### src/rtl/llqm_pkg.sv
package llqm_pkg;

  localparam int ENTRIES_DEF    = 16;
  localparam int DATA_WIDTH_DEF = 32;

  localparam int CMD_W  = 2;
  localparam int DIN_W  = 32;
  localparam int SLOT_W = 4;
  localparam int ST_W   = 2;

  localparam logic [CMD_W-1:0] CMD_PUSH = 2'd0;
  localparam logic [CMD_W-1:0] CMD_POP  = 2'd1;
  localparam logic [CMD_W-1:0] CMD_MOVE = 2'd2;
  localparam logic [CMD_W-1:0] CMD_DEL  = 2'd3;

  localparam logic [ST_W-1:0] ST_OK      = 2'd0;
  localparam logic [ST_W-1:0] ST_FULL    = 2'd1;
  localparam logic [ST_W-1:0] ST_EMPTY   = 2'd2;
  localparam logic [ST_W-1:0] ST_BADSLOT = 2'd3;

  typedef struct packed {
    logic capture;
    logic step1;
    logic step2;
    logic load;
  } ctl_t;

  typedef struct packed {
    logic relink;
  } sts_t;

endpackage

### src/rtl/llqm_in_if.sv
interface llqm_in_if;
  logic                        valid;
  logic                        ready;
  logic [llqm_pkg::CMD_W-1:0]  command;
  logic [llqm_pkg::DIN_W-1:0]  data_in;
  logic [llqm_pkg::SLOT_W-1:0] slot;

  modport source (output valid, output command, output data_in, output slot, input ready);
  modport sink   (input valid, input command, input data_in, input slot, output ready);
endinterface

### src/rtl/llqm_out_if.sv
interface llqm_out_if;
  logic                        valid;
  logic                        ready;
  logic [llqm_pkg::ST_W-1:0]   status;
  logic [llqm_pkg::SLOT_W-1:0] slot_out;
  logic [llqm_pkg::DIN_W-1:0]  data_out;
  logic                        list_empty;

  modport source (output valid, output status, output slot_out, output data_out,
                  output list_empty, input ready);
  modport sink   (input valid, input status, input slot_out, input data_out,
                  input list_empty, output ready);
endinterface

### src/rtl/llqm_ctrl.sv
module llqm_ctrl (
  input  logic            clk,
  input  logic            rst,
  input  logic            req_valid,
  output logic            req_ready,
  output logic            rsp_valid,
  input  logic            rsp_ready,
  input  llqm_pkg::sts_t  sts,
  output llqm_pkg::ctl_t  ctl
);

  localparam logic [1:0] S_IDLE   = 2'd0;
  localparam logic [1:0] S_LINK   = 2'd1;
  localparam logic [1:0] S_RELINK = 2'd2;

  logic [1:0] state;
  logic [1:0] state_next;
  logic       can_load;

  assign can_load  = !rsp_valid || rsp_ready;
  assign req_ready = (state == S_IDLE);

  always_comb begin
    state_next = state;
    ctl        = '0;
    case (state)
      S_IDLE: begin
        if (req_valid) begin
          ctl.capture = 1'b1;
          state_next  = S_LINK;
        end
      end
      S_LINK: begin
        if (sts.relink) begin
          ctl.step1  = 1'b1;
          state_next = S_RELINK;
        end else if (can_load) begin
          ctl.step1  = 1'b1;
          ctl.load   = 1'b1;
          state_next = S_IDLE;
        end
      end
      S_RELINK: begin
        if (can_load) begin
          ctl.step2  = 1'b1;
          ctl.load   = 1'b1;
          state_next = S_IDLE;
        end
      end
      default: state_next = S_IDLE;
    endcase
  end

  always_ff @(posedge clk) begin
    if (rst) begin
      state     <= S_IDLE;
      rsp_valid <= 1'b0;
    end else begin
      state <= state_next;
      if (ctl.load) begin
        rsp_valid <= 1'b1;
      end else if (rsp_ready) begin
        rsp_valid <= 1'b0;
      end
    end
  end

endmodule

### src/rtl/llqm_dpath.sv
module llqm_dpath #(
  parameter int ENTRIES    = llqm_pkg::ENTRIES_DEF,
  parameter int DATA_WIDTH = llqm_pkg::DATA_WIDTH_DEF
) (
  input  logic                        clk,
  input  logic                        rst,
  input  llqm_pkg::ctl_t              ctl,
  output llqm_pkg::sts_t              sts,
  input  logic [llqm_pkg::CMD_W-1:0]  command,
  input  logic [llqm_pkg::DIN_W-1:0]  data_in,
  input  logic [llqm_pkg::SLOT_W-1:0] slot,
  output logic [llqm_pkg::ST_W-1:0]   status,
  output logic [llqm_pkg::SLOT_W-1:0] slot_out,
  output logic [llqm_pkg::DIN_W-1:0]  data_out,
  output logic                        list_empty
);

  localparam int IW = $clog2(ENTRIES);
  localparam int CW = $clog2(ENTRIES + 1);
  localparam int SW = llqm_pkg::SLOT_W;
  localparam int DW = llqm_pkg::DIN_W;

  logic [DATA_WIDTH-1:0] payload_mem [ENTRIES];
  logic [IW-1:0]         next_mem    [ENTRIES];
  logic [IW-1:0]         prev_mem    [ENTRIES];

  logic [llqm_pkg::CMD_W-1:0] cmd_q;
  logic [DATA_WIDTH-1:0]      data_q;
  logic [SW-1:0]              slot_q;
  logic [IW-1:0]              rd_next;
  logic [IW-1:0]              rd_prev;
  logic [DATA_WIDTH-1:0]      rd_data;

  logic [IW-1:0]      head, head_next;
  logic [IW-1:0]      tail, tail_next;
  logic [CW-1:0]      count, count_next;
  logic [ENTRIES-1:0] alloc, alloc_next;

  logic [SW+IW-1:0]         slot_in_wide;
  logic [SW+IW-1:0]         slot_q_wide;
  logic [DW+DATA_WIDTH-1:0] din_wide;
  logic [IW-1:0]            raddr;
  logic [IW-1:0]            slot_idx;
  logic                     slot_ok;
  logic                     slot_valid;
  logic [IW-1:0]            tgt;
  logic                     is_head;
  logic                     is_tail;
  logic [ENTRIES-1:0]       low_free;
  logic [IW-1:0]            free_idx;

  logic                  do_unlink;
  logic                  do_free;
  logic                  nx_we, pv_we, pl_we;
  logic [IW-1:0]         nx_wa, nx_wd, pv_wa, pv_wd, pl_wa;
  logic [llqm_pkg::ST_W-1:0] res_status;
  logic [IW-1:0]         res_slot;
  logic                  res_data_sel;
  logic [IW+SW-1:0]      res_slot_wide;
  logic [DW+DATA_WIDTH-1:0] res_data_wide;
  logic                  upd;

  assign slot_in_wide = {{IW{1'b0}}, slot};
  assign slot_q_wide  = {{IW{1'b0}}, slot_q};
  assign din_wide     = {{DATA_WIDTH{1'b0}}, data_in};
  assign raddr        = (command == llqm_pkg::CMD_POP) ? tail : slot_in_wide[IW-1:0];
  assign slot_idx     = slot_q_wide[IW-1:0];
  assign slot_ok      = slot_q_wide < (SW+IW)'(ENTRIES);
  assign slot_valid   = slot_ok && alloc[slot_idx];
  assign tgt          = (cmd_q == llqm_pkg::CMD_POP) ? tail : slot_idx;
  assign is_head      = (tgt == head);
  assign is_tail      = (tgt == tail);
  assign sts.relink   = (cmd_q == llqm_pkg::CMD_MOVE) && slot_valid && !is_head;
  assign upd          = ctl.step1 || ctl.step2;

  // lowest clear bit of the allocation marks, one-hot
  assign low_free = ~alloc & (alloc + ENTRIES'(1));

  always_comb begin
    free_idx = '0;
    for (int i = 0; i < ENTRIES; i++) begin
      if (low_free[i]) begin
        free_idx = free_idx | IW'(i);
      end
    end
  end

  always_comb begin
    head_next    = head;
    tail_next    = tail;
    count_next   = count;
    alloc_next   = alloc;
    do_unlink    = 1'b0;
    do_free      = 1'b0;
    nx_we        = 1'b0;
    nx_wa        = '0;
    nx_wd        = '0;
    pv_we        = 1'b0;
    pv_wa        = '0;
    pv_wd        = '0;
    pl_we        = 1'b0;
    pl_wa        = '0;
    res_status   = llqm_pkg::ST_OK;
    res_slot     = '0;
    res_data_sel = 1'b0;
    if (ctl.step2) begin
      // second half of move to front: link at head
      pv_we     = 1'b1;
      pv_wa     = head;
      pv_wd     = tgt;
      nx_we     = 1'b1;
      nx_wa     = tgt;
      nx_wd     = head;
      head_next = tgt;
    end else begin
      case (cmd_q)
        llqm_pkg::CMD_PUSH: begin
          if (count == CW'(ENTRIES)) begin
            res_status = llqm_pkg::ST_FULL;
          end else begin
            pl_we = 1'b1;
            pl_wa = free_idx;
            nx_we = 1'b1;
            nx_wa = free_idx;
            nx_wd = head;
            if (count != '0) begin
              pv_we = 1'b1;
              pv_wa = head;
              pv_wd = free_idx;
            end else begin
              tail_next = free_idx;
            end
            head_next            = free_idx;
            alloc_next[free_idx] = 1'b1;
            count_next           = count + CW'(1);
            res_slot             = free_idx;
          end
        end
        llqm_pkg::CMD_POP: begin
          if (count == '0) begin
            res_status = llqm_pkg::ST_EMPTY;
          end else begin
            do_unlink    = 1'b1;
            do_free      = 1'b1;
            res_data_sel = 1'b1;
          end
        end
        llqm_pkg::CMD_MOVE: begin
          if (!slot_valid) begin
            res_status = llqm_pkg::ST_BADSLOT;
          end else if (!is_head) begin
            do_unlink = 1'b1;
          end
        end
        llqm_pkg::CMD_DEL: begin
          if (!slot_valid) begin
            res_status = llqm_pkg::ST_BADSLOT;
          end else begin
            do_unlink = 1'b1;
            do_free   = 1'b1;
          end
        end
        default: res_status = llqm_pkg::ST_OK;
      endcase
      if (do_unlink) begin
        if (is_head) begin
          head_next = rd_next;
          if (is_tail) begin
            tail_next = '0;
          end
        end else begin
          nx_we = 1'b1;
          nx_wa = rd_prev;
          nx_wd = rd_next;
          if (!is_tail) begin
            pv_we = 1'b1;
            pv_wa = rd_next;
            pv_wd = rd_prev;
          end else begin
            tail_next = rd_prev;
          end
        end
      end
      if (do_free) begin
        alloc_next[tgt] = 1'b0;
        count_next      = count - CW'(1);
        if (count == CW'(1)) begin
          head_next = '0;
          tail_next = '0;
        end
      end
    end
  end

  assign res_slot_wide = {{SW{1'b0}}, res_slot};
  assign res_data_wide = {{DW{1'b0}}, rd_data};

  always_ff @(posedge clk) begin
    if (ctl.capture) begin
      cmd_q   <= command;
      data_q  <= din_wide[DATA_WIDTH-1:0];
      slot_q  <= slot;
      rd_next <= next_mem[raddr];
      rd_prev <= prev_mem[raddr];
      rd_data <= payload_mem[raddr];
    end
    if (upd && nx_we) begin
      next_mem[nx_wa] <= nx_wd;
    end
    if (upd && pv_we) begin
      prev_mem[pv_wa] <= pv_wd;
    end
    if (upd && pl_we) begin
      payload_mem[pl_wa] <= data_q;
    end
    if (ctl.load) begin
      status     <= res_status;
      slot_out   <= res_slot_wide[SW-1:0];
      data_out   <= res_data_sel ? res_data_wide[DW-1:0] : '0;
      list_empty <= (count_next == '0);
    end
  end

  always_ff @(posedge clk) begin
    if (rst) begin
      head  <= '0;
      tail  <= '0;
      count <= '0;
      alloc <= '0;
    end else if (upd) begin
      head  <= head_next;
      tail  <= tail_next;
      count <= count_next;
      alloc <= alloc_next;
    end
  end

endmodule

### src/rtl/linked_list_queue_move_to_front_unit.sv
// channel | dir | beat carries                          | handshake
// req     | in  | command, data_in, slot                | valid/ready
// rsp     | out | status, slot_out, data_out, list_empty | valid/ready
//
// Push, pop, delete, move of the head and refused commands: the result is registered in LINK once
// the result register is free; the unit then returns to idle before it takes the next beat.
// Move of a slot other than the head: the unlink is written in LINK, the link at head in RELINK,
// which registers the result; the relink needs a second write to the single-port link memories.
// A new beat is taken once the result is registered, even while it waits on rsp; the next
// result then holds until the waiting one is taken.
// Synchronous reset clears marks, head, tail and count; link and payload memories are not cleared.
module linked_list_queue_move_to_front_unit #(
  parameter int ENTRIES    = llqm_pkg::ENTRIES_DEF,
  parameter int DATA_WIDTH = llqm_pkg::DATA_WIDTH_DEF
) (
  input logic        clk,
  input logic        rst,
  llqm_in_if.sink    req,
  llqm_out_if.source rsp
);

  llqm_pkg::ctl_t ctl;
  llqm_pkg::sts_t sts;

  llqm_ctrl u_ctrl (
    .clk       (clk),
    .rst       (rst),
    .req_valid (req.valid),
    .req_ready (req.ready),
    .rsp_valid (rsp.valid),
    .rsp_ready (rsp.ready),
    .sts       (sts),
    .ctl       (ctl)
  );

  llqm_dpath #(
    .ENTRIES    (ENTRIES),
    .DATA_WIDTH (DATA_WIDTH)
  ) u_dpath (
    .clk        (clk),
    .rst        (rst),
    .ctl        (ctl),
    .sts        (sts),
    .command    (req.command),
    .data_in    (req.data_in),
    .slot       (req.slot),
    .status     (rsp.status),
    .slot_out   (rsp.slot_out),
    .data_out   (rsp.data_out),
    .list_empty (rsp.list_empty)
  );

endmodule

### src/flat_wrapper.sv
// flat-port wrapper written by rule: the top's interface ports become plain ports
module linked_list_queue_move_to_front_unit_flat 
#(
  parameter int ENTRIES    = llqm_pkg::ENTRIES_DEF,
  parameter int DATA_WIDTH = llqm_pkg::DATA_WIDTH_DEF
)
  (clk, rst, req_valid, req_command, req_data_in, req_slot, req_ready, rsp_valid, rsp_status, rsp_slot_out, rsp_data_out, rsp_list_empty, rsp_ready);
  llqm_in_if req_i ();
  llqm_out_if rsp_i ();
  input logic clk;
  input logic rst;
  input wire logic [$bits(req_i.valid)-1:0] req_valid;
  input wire logic [$bits(req_i.command)-1:0] req_command;
  input wire logic [$bits(req_i.data_in)-1:0] req_data_in;
  input wire logic [$bits(req_i.slot)-1:0] req_slot;
  output wire logic [$bits(req_i.ready)-1:0] req_ready;
  output wire logic [$bits(rsp_i.valid)-1:0] rsp_valid;
  output wire logic [$bits(rsp_i.status)-1:0] rsp_status;
  output wire logic [$bits(rsp_i.slot_out)-1:0] rsp_slot_out;
  output wire logic [$bits(rsp_i.data_out)-1:0] rsp_data_out;
  output wire logic [$bits(rsp_i.list_empty)-1:0] rsp_list_empty;
  input wire logic [$bits(rsp_i.ready)-1:0] rsp_ready;
  assign req_i.valid = req_valid;
  assign req_i.command = req_command;
  assign req_i.data_in = req_data_in;
  assign req_i.slot = req_slot;
  assign req_ready = req_i.ready;
  assign rsp_valid = rsp_i.valid;
  assign rsp_status = rsp_i.status;
  assign rsp_slot_out = rsp_i.slot_out;
  assign rsp_data_out = rsp_i.data_out;
  assign rsp_list_empty = rsp_i.list_empty;
  assign rsp_i.ready = rsp_ready;
  linked_list_queue_move_to_front_unit #(.ENTRIES(ENTRIES), .DATA_WIDTH(DATA_WIDTH)) u_core (.clk(clk), .rst(rst), .req(req_i), .rsp(rsp_i));
endmodule
### config.mk
export PLATFORM = sky130hd
export DESIGN_NAME = linked_list_queue_move_to_front_unit_flat
export DESIGN_NICKNAME = d
export VERILOG_FILES = /design/src/rtl/llqm_pkg.sv /design/src/rtl/llqm_in_if.sv /design/src/rtl/llqm_out_if.sv /design/src/rtl/llqm_ctrl.sv /design/src/rtl/llqm_dpath.sv /design/src/rtl/linked_list_queue_move_to_front_unit.sv /design/src/flat_wrapper.sv
export SDC_FILE = /design/constraint.sdc
export NUM_CORES = 1
export LEC_CHECK = 0
export BUFFER_PORTS_ARGS = -buffer_cell sky130_fd_sc_hd__clkbuf_2
export CAP_MARGIN = 20
export CORE_AREA = 2 2 304 306
export DETAILED_ROUTE_END_ITERATION = 16
export DIE_AREA = 0 0 306 308
export GPL_TIMING_DRIVEN = 0
export RECOVER_POWER = 50
export SLEW_MARGIN = 20
export SYNTH_ARGS = -nofsm -noshare
export SYNTH_HDL_FRONTEND = slang
export SYNTH_SLANG_ARGS = --single-unit
export TNS_END_PERCENT = 20
### constraint.sdc
create_clock -name clk -period 7.2 [get_ports clk]
set_clock_uncertainty 0.2 [all_clocks]
set_input_delay 0.36 -clock clk [delete_from_list [all_inputs] [get_ports clk]]
set_output_delay 0.36 -clock clk [all_outputs]
set_load 0.02 [all_outputs]
# After elaboration in Yosys (flattened, before gate mapping)
# Memories as Yosys holds them, arrays and structs flattened. A register that Yosys moved wholly into a read port is not among the register bits.
# Cells that the tools add are included.
# op_classes
eq_ne	11
bitwise	6
n_reduce_logical	20
mux	120
order_cmp	6
n_addsub	3
# ops
op	count
$mux W4	51
$mux W16	4
$mux W1	41
$and A16 B16 Y16	2
$not A16 Y16	2
$lt A4 B5 Y1 const B	4
$mux W5	4
$add A16 B1 Y16 const B	1
$mux W2	8
$or A16 B16 Y16	1
$mux W3	4
$pmux W2 S3	2
$logic_not A5 Y1	2
$demux W1 S4	2
$eq A4 B4 Y1	2
$ge A4 B1 Y1 const B	2
$logic_and A1 B1 Y1	8
$eq A2 B1 Y1 const B	3
$eq A2 B2 Y1 const B	3
$add A5 B1 Y5 const B	1
$eq A5 B1 Y1 const B	1
$eq A5 B5 Y1 const B	1
$reduce_bool A5 Y1	1
$sub A5 B1 Y5 const B	1
other kinds (11)	15
# totals
output_inout_bits	41
memories	3
word_cells	182
ramBits	640
inputBits	42
regBits	109
# mem_list
memory	words	width	read_ports	rd_ports_with_merged_regs	wr	line	text
u_core.u_dpath.payload_mem	16	32	1	1	1	llqm_dpath.sv:23	logic [DATA_WIDTH-1:0] payload_mem [ENTRIES];
u_core.u_dpath.next_mem	16	4	1	1	1	llqm_dpath.sv:24	logic [IW-1:0] next_mem [ENTRIES];
u_core.u_dpath.prev_mem	16	4	1	1	1	llqm_dpath.sv:25	logic [IW-1:0] prev_mem [ENTRIES];

# Longest topological paths before layout
# depth
ltp_word	27
ltp_mapped	10
depth_no_buf	9

# Modules after synthesis
# A second synthesis with hierarchy kept.
# hier_totals
cells_unflattened	1681
hier_area_um2	31106.1
# modules_own_cells
mod	seq_area_each_um2	n_inst	cells_each	area_per_inst_um2
llqm_dpath	23312.4	1	1652	30844.6
llqm_ctrl	60.1	1	29	261.5

# Worst setup path after synthesis
# Ideal clock, no wire load.
# synth_path
path_kind	register to register
from	register u_core.u_dpath.slot_q[1], in the netlist u_core.u_dpath.slot_idx[1]
to	memory u_core.u_dpath.payload_mem[8][0] (netlist bit) (enable)
period_less_slack_ps	5889
setup_ps	502
n_path_buf	3
path_stages_with_launch	10
path_slack_ps	1311
required_ps	6498
arrival_ps	5187
cell_sequence	edfxtp_1 buf_6 or2_1 o22ai_1 o211ai_1 a221o_1 o21a_1 buf_6 buf_2 nor4_1
# synth_via
elab_chain_len	11
elab_cells_between_ends	15
classes_between	order compare (1); eq/ne (1); mux (7); reduce/logical (6)
# synth_rtl
item	line	text
start, declared	llqm_dpath.sv:29	logic [SW-1:0] slot_q;
start signal, assigned	llqm_dpath.sv:202	slot_q <= slot;
$bmux W1 S4	llqm_dpath.sv:69	assign slot_valid = slot_ok && alloc[slot_idx];
$mux W1 (implied by the code)	llqm_dpath.sv:69	
$logic_and A1 B1 Y1	llqm_dpath.sv:69	
$logic_and A1 B1 Y1	llqm_dpath.sv:73	assign sts.relink = (cmd_q == llqm_pkg::CMD_MOVE) && slot_valid && !is_head;
$logic_and A1 B1 Y1 (*)	llqm_dpath.sv:73	
$mux W1 (*)	llqm_ctrl.sv:34	if (sts.relink) begin
$mux W1 (*)	llqm_ctrl.sv:26	case (state)
$logic_or A1 B1 Y1 (*)	llqm_dpath.sv:74	assign upd = ctl.step1 || ctl.step2;
$logic_and A1 B1 Y1 (*)	llqm_dpath.sv:213	if (upd && pl_we) begin
$mux W1 (*)	llqm_dpath.sv:213	
$mux W1 (implied by the code) (*)	llqm_dpath.sv:214	payload_mem[pl_wa] <= data_q;
end, declared	llqm_dpath.sv:23	
# Mark *: on every way between the ends. The rest lies on a longest branch, timed or not. The select of a mux whose other input is x is not followed.

# Worst setup path after layout
# layout_path
from	register u_core.u_dpath.slot_q[1], in the netlist u_core.u_dpath.slot_idx[1]
to	memory u_core.u_dpath.payload_mem[8][17] (netlist bit) (enable)
# The elaborated chain is that of the path after synthesis.

==> results.md <==
* Clk buf depth at 3
* Commonest non-fill, non-tap cell in the layout: edfxtp_1
* Setup bufs post-CTS at 0
* Die area at 94200 µm²
* Number of global-route vias before repair at 17808
* Die width at 306 µm
* Violated checks: max-capacitance violations, max-slew violations
* Worst min path class: input port to flip-flop
* Syn_nets at 1804
* Core area at 91000 µm²
* Routed via count at 17612
* IO Pins at 83
* Worst setup EP type: flip-flop
* Wire per inst at 24.3 µm
* EDFF count, synth at 757
* Clock Latency Late Sink at 0.64 ns
* CP startpoint kind: flip-flop
* Root Buffer: clkbuf_16
* Initial antenna violation count at 2
* Netlist cell types at 74
* Post-place setup slack at 2.46 ns
* Final Critical Period at 5.57 ns
* R2R depth at 13
* Final Wtd Congestion at 0.881
* Clk sink count at 789
* H-tree depth at 3
* Syn-to-layout area delta at 18.0%
* Post-Syn Area at 31600 µm²
* Worst-path clk slew at 0.06 ns
* Most frequent cells in the layout: edfxtp_1 (757), mux4_2 (160), nand2_1 (149)
* Prevailing post-synth register cell: edfxtp_1
* CP Data Required Time at 7.34 ns
* Synth Register Bits at 789
* Worst vdd ir at 0.000177 V
* Mapped Cells at 1755
* Max-slew violations at 54
* Reg2reg start: u_core.u_dpath.slot_idx[1]
* Hold Path Cell Cnt at 2
* Share of cells above drive strength 1 at 19.8%
* Max Cap Violations at 3
* PortBufs at 82
* Peak Freq at 180 MHz
* TritonRoute pass-1 iters at 5
* Initial DRC Count at 1822
* Worst Path Arrival at 5.71 ns
* Final period utilization at 77.4%
* Yosys warnings at 0
* Worst-margin pin slew at 2.08 ns
* Reg-to-reg endpoint: u_core.u_dpath.payload_mem[8][17]
* Largest net degree at the start of global routing at 30
* Vias per inst at 5.41
* Starting density of the core at 34.8%
* Placed wire-length estimate at 53600 µm
* WHS Endpoint: u_core.u_dpath.data_q[20]
* Count of final setup violators at 0
* CTS tree: yes
* First-pass GRT wire length at 117000 µm
* Final nets at 2052
* Asr flop ratio synth at 0%
* Worst R2R Setup Slack at 1.63 ns
* Final worst slack at 1.63 ns
* # fillers at 8056
* Status: complete, but fails checks
* Post-synthesis sequential area ratio at 73.9%
* Pleak at 11.9 nW
* Mapped Avg Cell Area at 18.0 µm²
* Cell area power density at 268 nW/µm²
* RSZ-0062 raised after global routing: false
* Drt total wl at 79100 µm
* Drc violations at 0
* Crit path max fanout at 10
* Util after Layout at 41.0%
* Rows at 111
* GR Util All Layers at 16.8%
* Aggregate global routing overflow at 0
* Number of CTS-inserted buffers at 82
* Worst hold start: req_data_in[20]
* Critical path class: flip-flop to flip-flop
* Fin. Hold Viols at 0
* Rel. slew slack at -39.0%
* DRT antenna net count at 0
* Height of the die at 308 µm
cell families after synthesis:
logic type | after synthesis | synth area share, %
DFF | 789 | 73.9
and+or+nand+nor | 410 | 6.51
AOI/OAI and AO/OA | 239 | 5.28
muxes | 185 | 12.2
buffers and inverters | 114 | 1.53
xor gates and xnor gates | 11 | 0.305
adders and majority gates | 7 | 0.277
report_power, final:
group | switching [mW] | internal (mW)
registers | 0.0635 | 5.10
logic | 0.358 | 0.229
clock network | 1.79 | 2.47
total | 2.21 | 7.79
how the worst max path moves through the flow:
stage                                from                                end  cells after the start
6_report       u_core.u_dpath.slot_idx[1]  u_core.u_dpath.payload_mem[8][17]                     13
4_1_cts           u_core.u_dpath.count[0]  u_core.u_dpath.payload_mem[8][17]                     12
2_1_floorplan  u_core.u_dpath.slot_idx[1]   u_core.u_dpath.payload_mem[8][0]                      9
3_5_place_dp      u_core.u_dpath.count[0]  u_core.u_dpath.payload_mem[8][20]                     12
3_3_place_gp      u_core.u_dpath.alloc[0]  u_core.u_dpath.payload_mem[3][12]                      5
5_1_grt        u_core.u_dpath.slot_idx[1]  u_core.u_dpath.payload_mem[8][15]                     13
cell type report:
class                      instances  area, µm²  area share (%)
antenna                            1       2.50         0.00671
buffer                           103        425            1.14
clock buffer                     100       2140            5.74
clock inverter                    51        586            1.57
inverter                          11       41.3           0.111
multi-input combinational        852       7840            21.0
sequential                       789      23400            62.6
tap                             1186       1480            3.98
timing repair buffer             164       1410            3.79
metal layers:
| layer | up-vias | routed length (µm) | GRT usage [%] |
|---|---|---|---|
| met2 | 635 | 38400 | 27.7 |
| li1 | 7645 | - | - |
| met5 | - | 0 | 0 |
| met3 | 135 | 4710 | 2.46 |
| met1 | 9197 | 33900 | 23.0 |
| met4 | 0 | 2060 | 5.02 |
worst max-delay path, cell delays in order (launching register included):
cell      delay (ns)
edfxtp_1        0.38
clkbuf_1        0.48
mux2i_1         0.15
a221oi_1        0.59
nand2_1         0.19
a221o_1         0.48
o21a_1          0.22
clkbuf_1        0.25
clkbuf_1        0.40
nor4_1          0.87
buf_2           0.36
buf_2           0.24
buf_2           0.23
buf_2           0.24
metrics by stage:
stage               total power, mW  area, µm²  hold slack (ns)  std cells  TNS (ns)
floorplan                      5.61      31600            0.259       1755         0
global placement               5.82      33500            0.312       3023   -216.92
detailed placement             5.84      34400            0.320       3065         0
CTS                            10.1      37500            0.181       3256         0
global route                   10.3      37300            0.208       3256         0
finish                         10.0      37300            0.227       3257         0
cells in the mapped netlist, types with 4 or more instances:
master    number  area share (%)
a211oi_1      54             1.3
nand2_1      149             1.8
clkbuf_1      64            0.76
o21ai_0       19            0.30
nor2_1        56            0.66
xnor2_1       11            0.30
edfxtp_1     757              72
and4_1         4            0.11
a21oi_1       31            0.49
buf_2         27            0.43
inv_1         11            0.13
dfxtp_1       32             2.0
and3_1        33            0.65
buf_1          8           0.095
nand2b_1      11            0.22
nand4_1        9            0.18
nor2b_1        6            0.12
mux2i_1       22            0.70
ha_1           7            0.28
o22ai_1        4           0.079
a311oi_1       6            0.17
mux4_2       160              11
nor3_1        41            0.65
nor4_1         6            0.12
a22o_1         4            0.11
o211ai_1      12            0.28
o21a_1         7            0.17
or3_1          5           0.099
a32oi_1        4            0.11
and2_1        49            0.97
nand3_1       18            0.28
a31oi_1       62             1.2
what timing repair did:
item	in CTS	in global routing
hold buffers	40	0
endpoints found under the hold margin	41	0
resized for setup	0	0
registers in the layout, indices dropped and copies added (netlist names), 5 cells and up:
signal,count
u_core.u_dpath.payload_mem,512
u_core.u_dpath.next_mem,64
u_core.u_dpath.prev_mem,64
u_core.u_dpath.data_out,32
u_core.u_dpath.data_q,32
u_core.u_dpath.rd_data,32
u_core.u_dpath.alloc,16
u_core.u_dpath.count,5
(Power assumes the default switching activity.)
